[config.mk]
export PLATFORM = sky130hd
export DESIGN_NAME = gregorian_date_arithmetic_top
export DESIGN_NICKNAME = d
export VERILOG_FILES = /design/src/rtl/gda_pkg.sv /design/src/rtl/gregorian_date_arithmetic_top.sv /design/src/rtl/gda_leap.sv /design/src/rtl/gda_mac.sv
export SDC_FILE = /design/constraint.sdc
export NUM_CORES = 1
export LEC_CHECK = 0
export BUFFER_PORTS_ARGS = -buffer_cell sky130_fd_sc_hd__buf_2
export CORE_MARGIN = 1.5
export CORE_UTILIZATION = 45
export CTS_BUF_LIST = sky130_fd_sc_hd__clkbuf_4 sky130_fd_sc_hd__clkbuf_8
export DETAILED_ROUTE_END_ITERATION = 10
export SLEW_MARGIN = 0
export SYNTH_ARGS = -nofsm -noshare
export SYNTH_HDL_FRONTEND = slang
export SYNTH_SLANG_ARGS = --single-unit
[constraint.sdc]
create_clock -name clk_i -period 21 [get_ports clk_i]
set_clock_uncertainty 0.1 [all_clocks]
set_input_delay 1.05 -clock clk_i [delete_from_list [all_inputs] [get_ports clk_i]]
set_output_delay 1.05 -clock clk_i [all_outputs]
set_load 0.02 [all_outputs]
[src/rtl/gda_pkg.sv]
// Shared types, constants and calendar helpers for the Gregorian date unit.
// No dependencies; every other file imports this package.
`timescale 1ns / 1ps

package gda_pkg;

  // Internal year width covers every legal year limit.
  localparam int unsigned YEAR_W  = 16;
  localparam int unsigned SPAN_W  = 22;
  localparam int unsigned MUL_A_W = 16;
  localparam int unsigned MUL_B_W = 17;
  localparam int unsigned SHR_W   = 5;
  localparam int unsigned ACC_W   = 27;

  localparam logic [SPAN_W-1:0] SPAN_MAX = '1;

  localparam logic [3:0] MONTH_JAN = 4'd1;
  localparam logic [3:0] MONTH_FEB = 4'd2;
  localparam logic [3:0] MONTH_DEC = 4'd12;
  localparam logic [4:0] DAY_FIRST = 5'd1;
  localparam logic [4:0] DAY_LAST_DEC = 5'd31;
  localparam logic [YEAR_W-1:0] YEAR_FIRST = 16'd1;

  // Multiplier operands. Division by 100 is a multiply by ceil(2^23 / 100) and a
  // shift by 23; this is exact for every 16-bit value. Shifting by 25 gives / 400.
  localparam logic [MUL_B_W-1:0] MUL_ONE         = 17'd1;
  localparam logic [MUL_B_W-1:0] DAYS_PER_YEAR   = 17'd365;
  localparam logic [MUL_B_W-1:0] MONTHS_PER_YEAR = 17'd12;
  localparam logic [MUL_B_W-1:0] RECIP_100       = 17'd83887;
  localparam logic [SHR_W-1:0]   SHR_NONE        = 5'd0;
  localparam logic [SHR_W-1:0]   SHR_DIV4        = 5'd2;
  localparam logic [SHR_W-1:0]   SHR_DIV100      = 5'd23;
  localparam logic [SHR_W-1:0]   SHR_DIV400      = 5'd25;

  typedef enum logic [2:0] {
    KIND_ADD_DAYS   = 3'd0,
    KIND_SUB_DAYS   = 3'd1,
    KIND_DAY_SPAN   = 3'd2,
    KIND_YEAR_SPAN  = 3'd3,
    KIND_MONTH_SPAN = 3'd4
  } kind_e;

  // One command to the shared multiply-accumulate unit.
  typedef struct packed {
    logic               en;
    logic               clear;
    logic               neg;
    logic [SHR_W-1:0]   shr;
    logic [MUL_A_W-1:0] opa;
    logic [MUL_B_W-1:0] opb;
  } mac_op_t;

  function automatic logic [4:0] month_len(input logic [3:0] m, input logic leap);
    logic [4:0] len;
    case (m)
      MONTH_FEB:                  len = leap ? 5'd29 : 5'd28;
      4'd4, 4'd6, 4'd9, 4'd11:    len = 5'd30;
      default:                    len = 5'd31;
    endcase
    return len;
  endfunction

  // Days in the year before the first of month m.
  function automatic logic [8:0] days_before(input logic [3:0] m, input logic leap);
    logic [8:0] d;
    case (m)
      4'd2:    d = 9'd31;
      4'd3:    d = 9'd59;
      4'd4:    d = 9'd90;
      4'd5:    d = 9'd120;
      4'd6:    d = 9'd151;
      4'd7:    d = 9'd181;
      4'd8:    d = 9'd212;
      4'd9:    d = 9'd243;
      4'd10:   d = 9'd273;
      4'd11:   d = 9'd304;
      4'd12:   d = 9'd334;
      default: d = 9'd0;
    endcase
    if (leap && (m > MONTH_FEB)) begin
      d = d + 9'd1;
    end
    return d;
  endfunction

endpackage

[src/rtl/gregorian_date_arithmetic_top.sv]
// Gregorian date unit: one request at a time under a small sequencer.
// A step of k days advances one day per cycle and stops early when the year range is left;
// a day distance takes ten passes through the shared multiply-accumulate unit.
// A new request is taken the cycle after the result is registered.
// Reset is asynchronous, active low; it clears the sequencer and the output valid.
`timescale 1ns / 1ps

module gregorian_date_arithmetic_top
  import gda_pkg::*;
#(
  parameter int unsigned STEP_BITS = 16,
  parameter int unsigned YEAR_MAX  = 9999
) (
  input  logic        clk_i,
  input  logic        rst_ni,
  input  logic        in_valid_i,
  output logic        in_stall_o,
  input  logic [2:0]  kind_i,
  input  logic [4:0]  first_day_i,
  input  logic [3:0]  first_month_i,
  input  logic [13:0] first_year_i,
  input  logic [4:0]  second_day_i,
  input  logic [3:0]  second_month_i,
  input  logic [13:0] second_year_i,
  input  logic [15:0] step_count_i,
  output logic        out_valid_o,
  input  logic        out_stall_i,
  output logic [4:0]  result_day_o,
  output logic [3:0]  result_month_o,
  output logic [13:0] result_year_o,
  output logic [21:0] span_o,
  output logic        range_error_o
);

  localparam logic [YEAR_W-1:0] YEAR_TOP = YEAR_W'(YEAR_MAX);
  localparam logic [3:0] DAY_PROG_LAST   = 4'd9;
  localparam logic [3:0] YEAR_PROG_LAST  = 4'd1;
  localparam logic [3:0] MONTH_PROG_LAST = 4'd2;

  typedef enum logic [2:0] {
    S_IDLE,
    S_NORM_A,
    S_NORM_B,
    S_NORM_C,
    S_ORDER,
    S_STEP,
    S_CALC,
    S_DONE
  } state_e;

  state_e state_q, state_d;

  logic [2:0]           kind_q, kind_d;
  logic [YEAR_W-1:0]    ay_q, ay_d, by_q, by_d, cy_q, cy_d;
  logic [3:0]           am_q, am_d, bm_q, bm_d, cm_q, cm_d;
  logic [4:0]           ad_q, ad_d, bd_q, bd_d, cd_q, cd_d;
  logic                 la_q, la_d, lb_q, lb_d;
  logic [STEP_BITS-1:0] k_q, k_d;
  logic [3:0]           step_q, step_d;
  logic                 err_q, err_d;

  logic                 out_valid_q, out_valid_d;
  logic [4:0]           rd_q, rd_d;
  logic [3:0]           rm_q, rm_d;
  logic [13:0]          ry_q, ry_d;
  logic [SPAN_W-1:0]    span_q, span_d;
  logic                 rerr_q, rerr_d;

  logic                 accept;
  logic [YEAR_W-1:0]    fy, sy;
  logic [3:0]           fm, sm;
  logic [4:0]           fd, sd;
  logic [4:0]           len_a, len_b, len_c;
  logic [3:0]           cm_prev;
  logic                 a_later;
  logic                 borrow_y;
  logic [SPAN_W-1:0]    span_sat;

  logic [YEAR_W-1:0]       leap_year;
  logic                    leap_q;
  mac_op_t                 mac_op;
  logic signed [ACC_W-1:0] acc;

  gda_leap u_leap (
    .clk_i  (clk_i),
    .year_i (leap_year),
    .leap_o (leap_q)
  );

  gda_mac u_mac (
    .clk_i (clk_i),
    .op_i  (mac_op),
    .acc_o (acc)
  );

  assign accept     = in_valid_i && (state_q == S_IDLE);
  assign in_stall_o = (state_q != S_IDLE);
  // The leap result is registered and so trails its year; the second date is only
  // tested while its day is being clamped.
  assign leap_year  = (state_q == S_NORM_B) ? by_q : cy_q;

  // Clamp the raw input fields into range; days get their upper clamp later.
  always_comb begin
    fy = YEAR_W'(first_year_i);
    if (fy == '0) begin
      fy = YEAR_FIRST;
    end else if (fy > YEAR_TOP) begin
      fy = YEAR_TOP;
    end
    sy = YEAR_W'(second_year_i);
    if (sy == '0) begin
      sy = YEAR_FIRST;
    end else if (sy > YEAR_TOP) begin
      sy = YEAR_TOP;
    end
    fm = first_month_i;
    if (fm < MONTH_JAN) begin
      fm = MONTH_JAN;
    end else if (fm > MONTH_DEC) begin
      fm = MONTH_DEC;
    end
    sm = second_month_i;
    if (sm < MONTH_JAN) begin
      sm = MONTH_JAN;
    end else if (sm > MONTH_DEC) begin
      sm = MONTH_DEC;
    end
    fd = (first_day_i == '0) ? DAY_FIRST : first_day_i;
    sd = (second_day_i == '0) ? DAY_FIRST : second_day_i;
  end

  always_comb begin
    len_a    = month_len(am_q, leap_q);
    len_b    = month_len(bm_q, leap_q);
    len_c    = month_len(cm_q, leap_q);
    cm_prev  = cm_q - 4'd1;
    a_later  = {ay_q, am_q, ad_q} > {by_q, bm_q, bd_q};
    borrow_y = {am_q, ad_q} > {bm_q, bd_q};
    span_sat = (acc[ACC_W-1:SPAN_W] != '0) ? SPAN_MAX : acc[SPAN_W-1:0];
  end

  always_comb begin
    state_d     = state_q;
    kind_d      = kind_q;
    ay_d        = ay_q;
    am_d        = am_q;
    ad_d        = ad_q;
    by_d        = by_q;
    bm_d        = bm_q;
    bd_d        = bd_q;
    cy_d        = cy_q;
    cm_d        = cm_q;
    cd_d        = cd_q;
    la_d        = la_q;
    lb_d        = lb_q;
    k_d         = k_q;
    step_d      = step_q;
    err_d       = err_q;
    out_valid_d = out_valid_q && out_stall_i;
    rd_d        = rd_q;
    rm_d        = rm_q;
    ry_d        = ry_q;
    span_d      = span_q;
    rerr_d      = rerr_q;
    mac_op      = '0;

    case (state_q)
      S_IDLE: begin
        if (accept) begin
          kind_d  = kind_i;
          ay_d    = fy;
          am_d    = fm;
          ad_d    = fd;
          cy_d    = fy;
          cm_d    = fm;
          cd_d    = fd;
          by_d    = sy;
          bm_d    = sm;
          bd_d    = sd;
          k_d     = STEP_BITS'(step_count_i);
          err_d   = 1'b0;
          state_d = S_NORM_A;
        end
      end

      S_NORM_A: begin
        state_d = S_NORM_B;
      end

      S_NORM_B: begin
        la_d = leap_q;
        if (ad_q > len_a) begin
          ad_d = len_a;
          cd_d = len_a;
        end
        state_d = S_NORM_C;
      end

      S_NORM_C: begin
        lb_d = leap_q;
        if (bd_q > len_b) begin
          bd_d = len_b;
        end
        state_d = S_ORDER;
      end

      S_ORDER: begin
        step_d = '0;
        case (kind_q)
          KIND_ADD_DAYS, KIND_SUB_DAYS: begin
            state_d = S_STEP;
          end
          KIND_DAY_SPAN, KIND_YEAR_SPAN, KIND_MONTH_SPAN: begin
            // Earlier date goes to the a side; years are kept as year - 1,
            // which the day count needs and the differences do not notice.
            if (a_later) begin
              ay_d = by_q - YEAR_FIRST;
              am_d = bm_q;
              ad_d = bd_q;
              la_d = lb_q;
              by_d = ay_q - YEAR_FIRST;
              bm_d = am_q;
              bd_d = ad_q;
              lb_d = la_q;
            end else begin
              ay_d = ay_q - YEAR_FIRST;
              by_d = by_q - YEAR_FIRST;
            end
            state_d = S_CALC;
          end
          default: begin
            state_d = S_DONE;
          end
        endcase
      end

      S_STEP: begin
        if (k_q == '0) begin
          state_d = S_DONE;
        end else if (kind_q == KIND_ADD_DAYS) begin
          if ((cy_q == YEAR_TOP) && (cm_q == MONTH_DEC) && (cd_q == DAY_LAST_DEC)) begin
            err_d   = 1'b1;
            state_d = S_DONE;
          end else begin
            k_d = k_q - STEP_BITS'(1);
            if (cd_q == len_c) begin
              cd_d = DAY_FIRST;
              if (cm_q == MONTH_DEC) begin
                cm_d = MONTH_JAN;
                cy_d = cy_q + YEAR_FIRST;
              end else begin
                cm_d = cm_q + 4'd1;
              end
            end else begin
              cd_d = cd_q + 5'd1;
            end
          end
        end else begin
          if ((cy_q == YEAR_FIRST) && (cm_q == MONTH_JAN) && (cd_q == DAY_FIRST)) begin
            err_d   = 1'b1;
            state_d = S_DONE;
          end else begin
            k_d = k_q - STEP_BITS'(1);
            if (cd_q == DAY_FIRST) begin
              if (cm_q == MONTH_JAN) begin
                cm_d = MONTH_DEC;
                cd_d = DAY_LAST_DEC;
                cy_d = cy_q - YEAR_FIRST;
              end else begin
                cm_d = cm_prev;
                cd_d = month_len(cm_prev, leap_q);
              end
            end else begin
              cd_d = cd_q - 5'd1;
            end
          end
        end
      end

      S_CALC: begin
        mac_op.en  = 1'b1;
        mac_op.opb = MUL_ONE;
        mac_op.shr = SHR_NONE;
        step_d     = step_q + 4'd1;
        case (kind_q)
          KIND_DAY_SPAN: begin
            // Day number of the later date, less that of the earlier one:
            // 365 p + p/4 - p/100 + p/400 + days before the month + day.
            case (step_q)
              4'd0: begin
                mac_op.clear = 1'b1;
                mac_op.opa   = by_q;
                mac_op.opb   = DAYS_PER_YEAR;
              end
              4'd1: begin
                mac_op.opa = by_q;
                mac_op.shr = SHR_DIV4;
              end
              4'd2: begin
                mac_op.neg = 1'b1;
                mac_op.opa = by_q;
                mac_op.opb = RECIP_100;
                mac_op.shr = SHR_DIV100;
              end
              4'd3: begin
                mac_op.opa = by_q;
                mac_op.opb = RECIP_100;
                mac_op.shr = SHR_DIV400;
              end
              4'd4: begin
                mac_op.opa = MUL_A_W'(days_before(bm_q, lb_q)) + MUL_A_W'(bd_q);
              end
              4'd5: begin
                mac_op.neg = 1'b1;
                mac_op.opa = ay_q;
                mac_op.opb = DAYS_PER_YEAR;
              end
              4'd6: begin
                mac_op.neg = 1'b1;
                mac_op.opa = ay_q;
                mac_op.shr = SHR_DIV4;
              end
              4'd7: begin
                mac_op.opa = ay_q;
                mac_op.opb = RECIP_100;
                mac_op.shr = SHR_DIV100;
              end
              4'd8: begin
                mac_op.neg = 1'b1;
                mac_op.opa = ay_q;
                mac_op.opb = RECIP_100;
                mac_op.shr = SHR_DIV400;
              end
              default: begin
                mac_op.neg = 1'b1;
                mac_op.opa = MUL_A_W'(days_before(am_q, la_q)) + MUL_A_W'(ad_q);
              end
            endcase
            if (step_q == DAY_PROG_LAST) begin
              state_d = S_DONE;
            end
          end
          KIND_YEAR_SPAN: begin
            case (step_q)
              4'd0: begin
                mac_op.clear = 1'b1;
                mac_op.opa   = by_q - ay_q;
              end
              default: begin
                mac_op.neg = 1'b1;
                mac_op.opa = MUL_A_W'(borrow_y);
              end
            endcase
            if (step_q == YEAR_PROG_LAST) begin
              state_d = S_DONE;
            end
          end
          KIND_MONTH_SPAN: begin
            case (step_q)
              4'd0: begin
                mac_op.clear = 1'b1;
                mac_op.opa   = by_q - ay_q;
                mac_op.opb   = MONTHS_PER_YEAR;
              end
              4'd1: begin
                mac_op.opa = MUL_A_W'(bm_q);
              end
              default: begin
                mac_op.neg = 1'b1;
                mac_op.opa = MUL_A_W'(am_q) + MUL_A_W'(ad_q > bd_q);
              end
            endcase
            if (step_q == MONTH_PROG_LAST) begin
              state_d = S_DONE;
            end
          end
          default: begin
            mac_op.en = 1'b0;
            state_d   = S_DONE;
          end
        endcase
      end

      S_DONE: begin
        if (!out_valid_q || !out_stall_i) begin
          out_valid_d = 1'b1;
          rd_d        = '0;
          rm_d        = '0;
          ry_d        = '0;
          span_d      = '0;
          rerr_d      = 1'b0;
          case (kind_q)
            KIND_ADD_DAYS, KIND_SUB_DAYS: begin
              // Leaving the year range returns the normalized first date.
              if (err_q) begin
                rd_d = ad_q;
                rm_d = am_q;
                ry_d = ay_q[13:0];
              end else begin
                rd_d = cd_q;
                rm_d = cm_q;
                ry_d = cy_q[13:0];
              end
              rerr_d = err_q;
            end
            KIND_DAY_SPAN, KIND_YEAR_SPAN, KIND_MONTH_SPAN: begin
              span_d = span_sat;
            end
            default: begin
              span_d = '0;
            end
          endcase
          state_d = S_IDLE;
        end
      end

      default: begin
        state_d = S_IDLE;
      end
    endcase
  end

  always_ff @(posedge clk_i or negedge rst_ni) begin
    if (!rst_ni) begin
      state_q     <= S_IDLE;
      out_valid_q <= 1'b0;
      rd_q        <= '0;
      rm_q        <= '0;
      ry_q        <= '0;
      span_q      <= '0;
      rerr_q      <= 1'b0;
    end else begin
      state_q     <= state_d;
      out_valid_q <= out_valid_d;
      rd_q        <= rd_d;
      rm_q        <= rm_d;
      ry_q        <= ry_d;
      span_q      <= span_d;
      rerr_q      <= rerr_d;
    end
  end

  always_ff @(posedge clk_i) begin
    kind_q <= kind_d;
    ay_q   <= ay_d;
    am_q   <= am_d;
    ad_q   <= ad_d;
    by_q   <= by_d;
    bm_q   <= bm_d;
    bd_q   <= bd_d;
    cy_q   <= cy_d;
    cm_q   <= cm_d;
    cd_q   <= cd_d;
    la_q   <= la_d;
    lb_q   <= lb_d;
    k_q    <= k_d;
    step_q <= step_d;
    err_q  <= err_d;
  end

  assign out_valid_o    = out_valid_q;
  assign result_day_o   = rd_q;
  assign result_month_o = rm_q;
  assign result_year_o  = ry_q;
  assign span_o         = span_q;
  assign range_error_o  = rerr_q;

endmodule

[src/rtl/gda_leap.sv]
// Registered leap-year test (4/100/400 rule) for one year per cycle.
// Depends on gda_pkg for the year width.
`timescale 1ns / 1ps

module gda_leap
  import gda_pkg::*;
(
  input  logic              clk_i,
  input  logic [YEAR_W-1:0] year_i,
  output logic              leap_o
);

  localparam int unsigned Q_W = YEAR_W - 2;
  // Multiplying by the inverse of 25 modulo 2^14 maps the multiples of 25
  // onto 0..655, so divisibility is one multiply and one compare.
  localparam logic [Q_W-1:0] INV_25     = 14'd7209;
  localparam logic [Q_W-1:0] MULT25_LIM = 14'd655;

  logic [Q_W-1:0] quarter;
  logic [Q_W-1:0] mix;
  logic           div25;
  logic           leap_d;
  logic           leap_q;

  always_comb begin
    quarter = year_i[YEAR_W-1:2];
    mix     = quarter * INV_25;
    div25   = (mix <= MULT25_LIM);
    leap_d  = (year_i[1:0] == 2'b00) && (!div25 || (quarter[1:0] == 2'b00));
  end

  always_ff @(posedge clk_i) begin
    leap_q <= leap_d;
  end

  assign leap_o = leap_q;

endmodule

[src/rtl/gda_mac.sv]
// Shared multiply, shift and accumulate unit driven by the date sequencer.
// Depends on gda_pkg for the command struct and widths.
`timescale 1ns / 1ps

module gda_mac
  import gda_pkg::*;
(
  input  logic                    clk_i,
  input  mac_op_t                 op_i,
  output logic signed [ACC_W-1:0] acc_o
);

  localparam int unsigned PROD_W = MUL_A_W + MUL_B_W;

  logic [PROD_W-1:0]       prod;
  logic [PROD_W-1:0]       prod_sh;
  logic signed [ACC_W-1:0] term;
  logic signed [ACC_W-1:0] base;
  logic signed [ACC_W-1:0] acc_d;
  logic signed [ACC_W-1:0] acc_q;

  always_comb begin
    prod    = PROD_W'(op_i.opa) * PROD_W'(op_i.opb);
    prod_sh = prod >> op_i.shr;
    // The sequencer only issues terms that fit well below the sign bit.
    term    = $signed(prod_sh[ACC_W-1:0]);
    base    = op_i.clear ? '0 : acc_q;
    acc_d   = op_i.neg ? (base - term) : (base + term);
  end

  always_ff @(posedge clk_i) begin
    if (op_i.en) begin
      acc_q <= acc_d;
    end
  end

  assign acc_o = acc_q;

endmodule

==> results.md, run 1 <==
- CTS HTree Levels: 4
- Avg WL per Cell: 20.6 um
- Clock latency on the worst-skew pair: 0.55 ns
- Routed length on met1: 33900 um
- Die Span Y: 239 um
- Total I/O pin count: 117
- Horiz. Die Dim: 239 um
- Peak supply drop: 0.185 mV
- Largest net degree at the start of global routing: 94
- Final hold violations: 0
- Asr flop ratio synth: 25.4%
- Longest Clk Path Bufs: 2
- Unrepaired setup endpoints after global routing: false
- Average size of a mapped cell: 8.47 sq um
- Routed met3 length: 4520 um
- Area Overhead vs Synth: 6.63%
- Vias: 22000
- Max_cap viols: 0
- RR Startpoint: am_q[1]
- Crit path arrival time: 15.14 ns
- Maximum clock rate: 0.0669 GHz
- CP required: 21.19 ns
- Worst reg2reg path depth: 54
- Pleak: 12.4 nW
- Die area: 0.0572 sq mm
- First-pass GRT wire length: 121000 um
- Yosys warning total: 0
- Residual DRC count: 0
- PD cells: 114 mW/mm^2
- Starting Density: 45.6%
- HPWL after DPL: 64000 um
- Final Slew Violations: 0
- GRT Residual Overflow: 0
- Layout Nets: 3528
- Post-synthesis cell area: 0.0251 sq mm
- Worst Hold Class: input port to async pin
- Setup violators final: 0
- Most frequent cells in the layout: 355 x inv_1, 304 x ha_1, 272 x nand2_1
- Cell mode on critical path: fa_1
- PostCTS Resize Cnt: 0
- Crit path capture type: register
- Crit share post-route: 71.2%
- Layout cell share with drive strength beyond 1: 8.33%
- Met2 WL: 37500 um
- Tightest Pin Transition: 1.07 ns
- Setup TNS Final: 0 ns
- Antenna violations before repair: 2
- # clock sinks: 197
- Hold Slack: 0.303 ns
- Synth Register Bits: 197
- TritonCTS Buffers: 17
- Flop2flop setup slack: 6.05 ns
- Slew headroom: 27.9%
- Final RePlAce weighted congestion: 0.954
- CTS Root Cell: clkbuf_8
- Overall Power: 3.07 mW
- Commonest non-fill, non-tap cell in the layout: inv_1
- Total Wirelength: 77900 um
- Syn_nets: 3482
- Most common flop cell mapped by yosys: edfxtp_1
- Largest fanout on the critical path: 11
- Slowest stage cell, crit path: o21ai_0
- EDFF count, synth: 128
- Reg-to-Reg End: u_mac.acc_o[26]
- Drt first pass iters: 8
- Status: finished clean
- Hold Buf Count CTS: 0
- Core area: 0.0551 sq mm
- Input/output buffers: 116
- Clock period minus worst slack: 14.95 ns
- CTS clk-pin slew, worst paths: 0.12 ns
- Max layer used: met5
- Worst Setup Path Type: register to register
- CTS tree: yes
- Post-synthesis sequential area ratio: 21.8%
- Layout fillers: 5486
- Post-Syn Instances: 2966
- CP startpoint kind: register
- CP max stage delay: 0.76 ns
- Overall routing resource usage: 27.2%
- Drt initial violations: 1944
- Yosys cell types: 102
- Setup Buffers After CTS: 0
- Via/cell ratio: 5.83
- Std cell rows: 86
- DRT antenna net count: 0
- Vias in the first global route: 21600
==> worst max-delay path: cells and delay by family, from the launching register on <==
kind                     cells  cell delay (ns)
adder cells (fa/ha/maj)     11             4.67
AND/OR/NAND/NOR             12             2.26
XOR/XNOR                     4             0.94
flip-flops                   1             0.69
buffers and inverters        5             0.31
AO/OA/AOI/OAI               22             5.70
==> where the power goes <==
group	internal, mW	total (mW)	switching, mW
registers	0.592	0.737	0.145
clock network	0.113	0.278	0.165
logic	0.844	2.05	1.21
total	1.55	3.07	1.52
==> registers in the layout (all words and copies together) (netlist names), 5 cells and up, named ones only <==
register / flops
ad_q: 5
ay_q: 16
bd_q: 5
by_q: 16
cd_q: 5
cy_q: 16
k_q: 16
result_day_o: 5
result_year_o: 14
span_o: 22
u_mac.acc_o: 27
==> metrics by stage <==
step                      cell area, sq um  setup WS (ns)  std cells  utilization [%]
after floorplan                      25100           8.54       2966                -
after global placement               26300           6.30       3741             47.8
after global routing                 26800           4.99       3773             48.6
after CTS                            26800           6.19       3773             48.6
after detailed placement             26300           6.20       3741             47.8
final                                26800           6.05       3774             48.6
==> synth_stat cells (27+ instances only) <==
cell type | n | area, sq um
nor2_1 | 251 | 942
o31ai_1 | 34 | 255
a21oi_1 | 147 | 736
xor2_1 | 52 | 455
nand3_1 | 68 | 340
inv_1 | 356 | 1340
nor2b_1 | 27 | 169
edfxtp_1 | 128 | 3840
a21o_1 | 39 | 293
o22ai_1 | 31 | 194
clkbuf_1 | 93 | 349
nand4_1 | 28 | 175
and2_1 | 43 | 269
nor3_1 | 74 | 370
nand2_1 | 273 | 1020
fa_1 | 143 | 2860
xnor2_1 | 126 | 1100
ha_1 | 304 | 3800
a31oi_1 | 50 | 313
dfrtp_1 | 50 | 1250
o21ai_0 | 188 | 941
mux2i_1 | 48 | 480
==> per-layer routing <==
| metal | vias up | global-route usage, % |
|---|---|---|
| met5 | - | 0 |
| met4 | 2 | 8.09 |
| met3 | 126 | 3.83 |
| met2 | 759 | 46.4 |
| met1 | 10700 | 35.7 |
| li1 | 10400 | - |
==> layout make-up <==
cell class / instances / area, sq um / share of cell area (%)
Inverter: 357 / 1340 / 5.00
Sequential cell: 197 / 5480 / 20.4
Multi-Input combinational cell: 2298 / 17800 / 66.6
Tap cell: 748 / 936 / 3.49
Antenna cell: 1 / 2.50 / 0.00934
Timing Repair Buffer: 141 / 768 / 2.87
Clock inverter: 14 / 191 / 0.715
Clock buffer: 18 / 241 / 0.902
==> worst max-delay path by stage <==
stage | start | to | slack [ns] | cells past startpoint
after floorplan | am_q[1] | u_mac.acc_o[26] | 8.54 | 58
after global placement | bm_q[3] | u_mac.acc_o[26] | 6.30 | 53
after detailed placement | bm_q[3] | u_mac.acc_o[26] | 6.20 | 54
after CTS | bm_q[3] | u_mac.acc_o[26] | 6.19 | 54
after global routing | am_q[1] | u_mac.acc_o[25] | 4.99 | 53
final | am_q[1] | u_mac.acc_o[26] | 6.05 | 54
==> cell families after synthesis <==
group,Yosys count,synth area share (%)
multiplexers,71,2.94
AND/OR/NAND/NOR,899,16.9
buffers and inverters,471,7.35
adder cells (fa/ha/maj),447,26.5
flip-flops,197,21.8
AO/OA/AOI/OAI,699,17.9
XOR/XNOR,182,6.55
Power figures use the tool's default switching activity.
==> inputs of run 2 (changes only) <==
==> constraint.sdc (replaced) <==
create_clock -name clk_i -period 14 [get_ports clk_i]
set_clock_uncertainty 0.1 [all_clocks]
set_input_delay 0.7 -clock clk_i [delete_from_list [all_inputs] [get_ports clk_i]]
set_output_delay 0.7 -clock clk_i [all_outputs]
set_load 0.02 [all_outputs]
==> run 2 against run 1 <==
  * Flip-flop and latch count unchanged
  * Via count decreased by 0.31%
  * Clock power rose by 46%
  * Worst setup slack got worse by 5.3 ns
  * Cell count is 0.95% higher
  * Routed wire length down 1.3%
  * Critical path depth up 5
  * Die area stayed put
==> results.md, run 2 (synthesized netlist as in run 1, its figures left out) <==
- CP startpoint kind: register
- Footprint of the multi-input gates: 0.0179 sq mm
- Slowest stage cell, crit path: fa_1
- Layout fillers: 5366
- Peak supply drop: 0.268 mV
- Avg WL per Cell: 20.2 um
- Pre-CTS setup slack: 0.195 ns
- # clock sinks: 197
- Starting Density: 45.6%
- Commonest non-fill, non-tap cell in the layout: inv_1
- TritonCTS Buffers: 17
- Dpl cell area: 0.0266 sq mm
- Final WS setup: 0.712 ns
- Drt first pass iters: 6
- Status: finished clean
- Cell mode on critical path: fa_1
- Worst Setup Path Type: register to register
- Maximum clock rate: 0.0753 GHz
- Pleak: 12.6 nW
- Setup violators final: 0
- Final RePlAce weighted congestion: 0.961
- FF/Latch Area: 0.00548 sq mm
- Drt initial violations: 1728
- RR Startpoint: am_q[1]
- CTS Root Cell: clkbuf_8
- Via/cell ratio: 5.76
- Tightest Pin Transition: 1.08 ns
- Clock latency on the worst-skew pair: 0.56 ns
- Antenna violations before repair: 0
- CTS clk-pin slew, worst paths: 0.11 ns
- Most frequent cells in the layout: 355 x inv_1, 302 x ha_1, 272 x nand2_1
- Largest fanout on the critical path: 7
- Input/output buffers: 116
- Vias in the first global route: 21800
- Number of diodes: 0
- Design Area, Final: 0.0272 sq mm
- CP Launch Point: am_q[1]
- Slew headroom: 27.7%
- Total I/O pin count: 117
- Layout cell share with drive strength beyond 1: 10.2%
- PD cells: 168 mW/mm^2
- CTS HTree Levels: 4
- GRT Residual Overflow: 0
- CP max stage delay: 0.58 ns
- Crit path capture type: register
- Die Span Y: 239 um
- Crit share post-route: 94.9%
- Max_cap viols: 0
- DRT antenna net count: 0
- Vias: 21900
- Longest Clk Path Bufs: 2
- HPWL after DPL: 63600 um
- Worst Hold Class: input port to async pin
- Largest net degree at the start of global routing: 94
- Std cell rows: 86
- Total Wirelength: 76800 um
- Die area: 0.0572 sq mm
- Clock period minus worst slack: 13.29 ns
- Met2 WL: 36200 um
- Area Overhead vs Synth: 8.12%
- CP required: 14.20 ns
- Max layer used: met4
- Residual DRC count: 0
- Overall routing resource usage: 27.2%
- Routed length on met1: 34000 um
- Routed met3 length: 4050 um
- Overall Power: 4.58 mW
- Max reg flops: 27
- Hold Buf Count CTS: 0
- Core area: 0.0551 sq mm
- First-pass GRT wire length: 121000 um
- Layout Nets: 3565
- Final hold violations: 0
- CTS tree: yes
- Final Slew Violations: 0
- Horiz. Die Dim: 239 um
- Crit path arrival time: 13.49 ns
run 2: what timing repair did:
action                     CTS  global route
setup endpoints to repair    0             8
buffers inserted             0             2
resized for setup            0            34
run 2: metal layers:
metal	track usage, %	vias up
li1	-	10500
met1	36.2	10600
met2	45.3	709
met3	3.98	158
met4	9.26	0
met5	0	-
run 2: final timing paths:
kind	to	depth (start not counted)	slack [ns]
max reg2reg	u_mac.acc_o[26]	59	0.71
max in group asynchronous	result_year_o[5]	2	13.17
min	span_o[4]	2	0.17
min in group clk_i	kind_q[2]	1	0.21
min reg2reg	result_year_o[12]	2	0.39
max	u_mac.acc_o[26]	59	0.71
run 2: power by group:
part | switching (mW) | internal [mW] | total (mW)
Clock | 0.236 | 0.169 | 0.405
Sequential | 0.209 | 0.888 | 1.10
Combinational | 1.79 | 1.28 | 3.07
run 2: per-stage QoR:
stage / std cells / hold slack, ns / setup TNS [ns] / utilization, %
finish: 3810 / 0.165 / 0 / 49.3
global route: 3810 / 0.184 / -0.0382 / 49.3
CTS: 3808 / 0.167 / 0 / 49.0
detailed placement: 3776 / 0.363 / 0 / 48.3
global placement: 3776 / 0.355 / 0 / 48.3
floorplan: 2966 / 0.304 / 0 / -
run 2: critical path, delay by kind of cell, from the launching register on:
family | cells | cell delay, ns
flip-flops | 1 | 0.43
AO/OA/AOI/OAI | 25 | 4.51
XOR/XNOR | 5 | 1.08
buffers and inverters | 9 | 0.88
AND/OR/NAND/NOR | 9 | 1.37
adder cells (fa/ha/maj) | 11 | 4.67
run 2: cell type report:
cell class | count | area share (%)
clock buffers | 19 | 0.917
multi-input cells | 2298 | 66.1
clock inverters | 13 | 0.585
inverters | 357 | 4.93
repair buffers | 178 | 3.85
well taps | 748 | 3.45
flip-flops and latches | 197 | 20.2
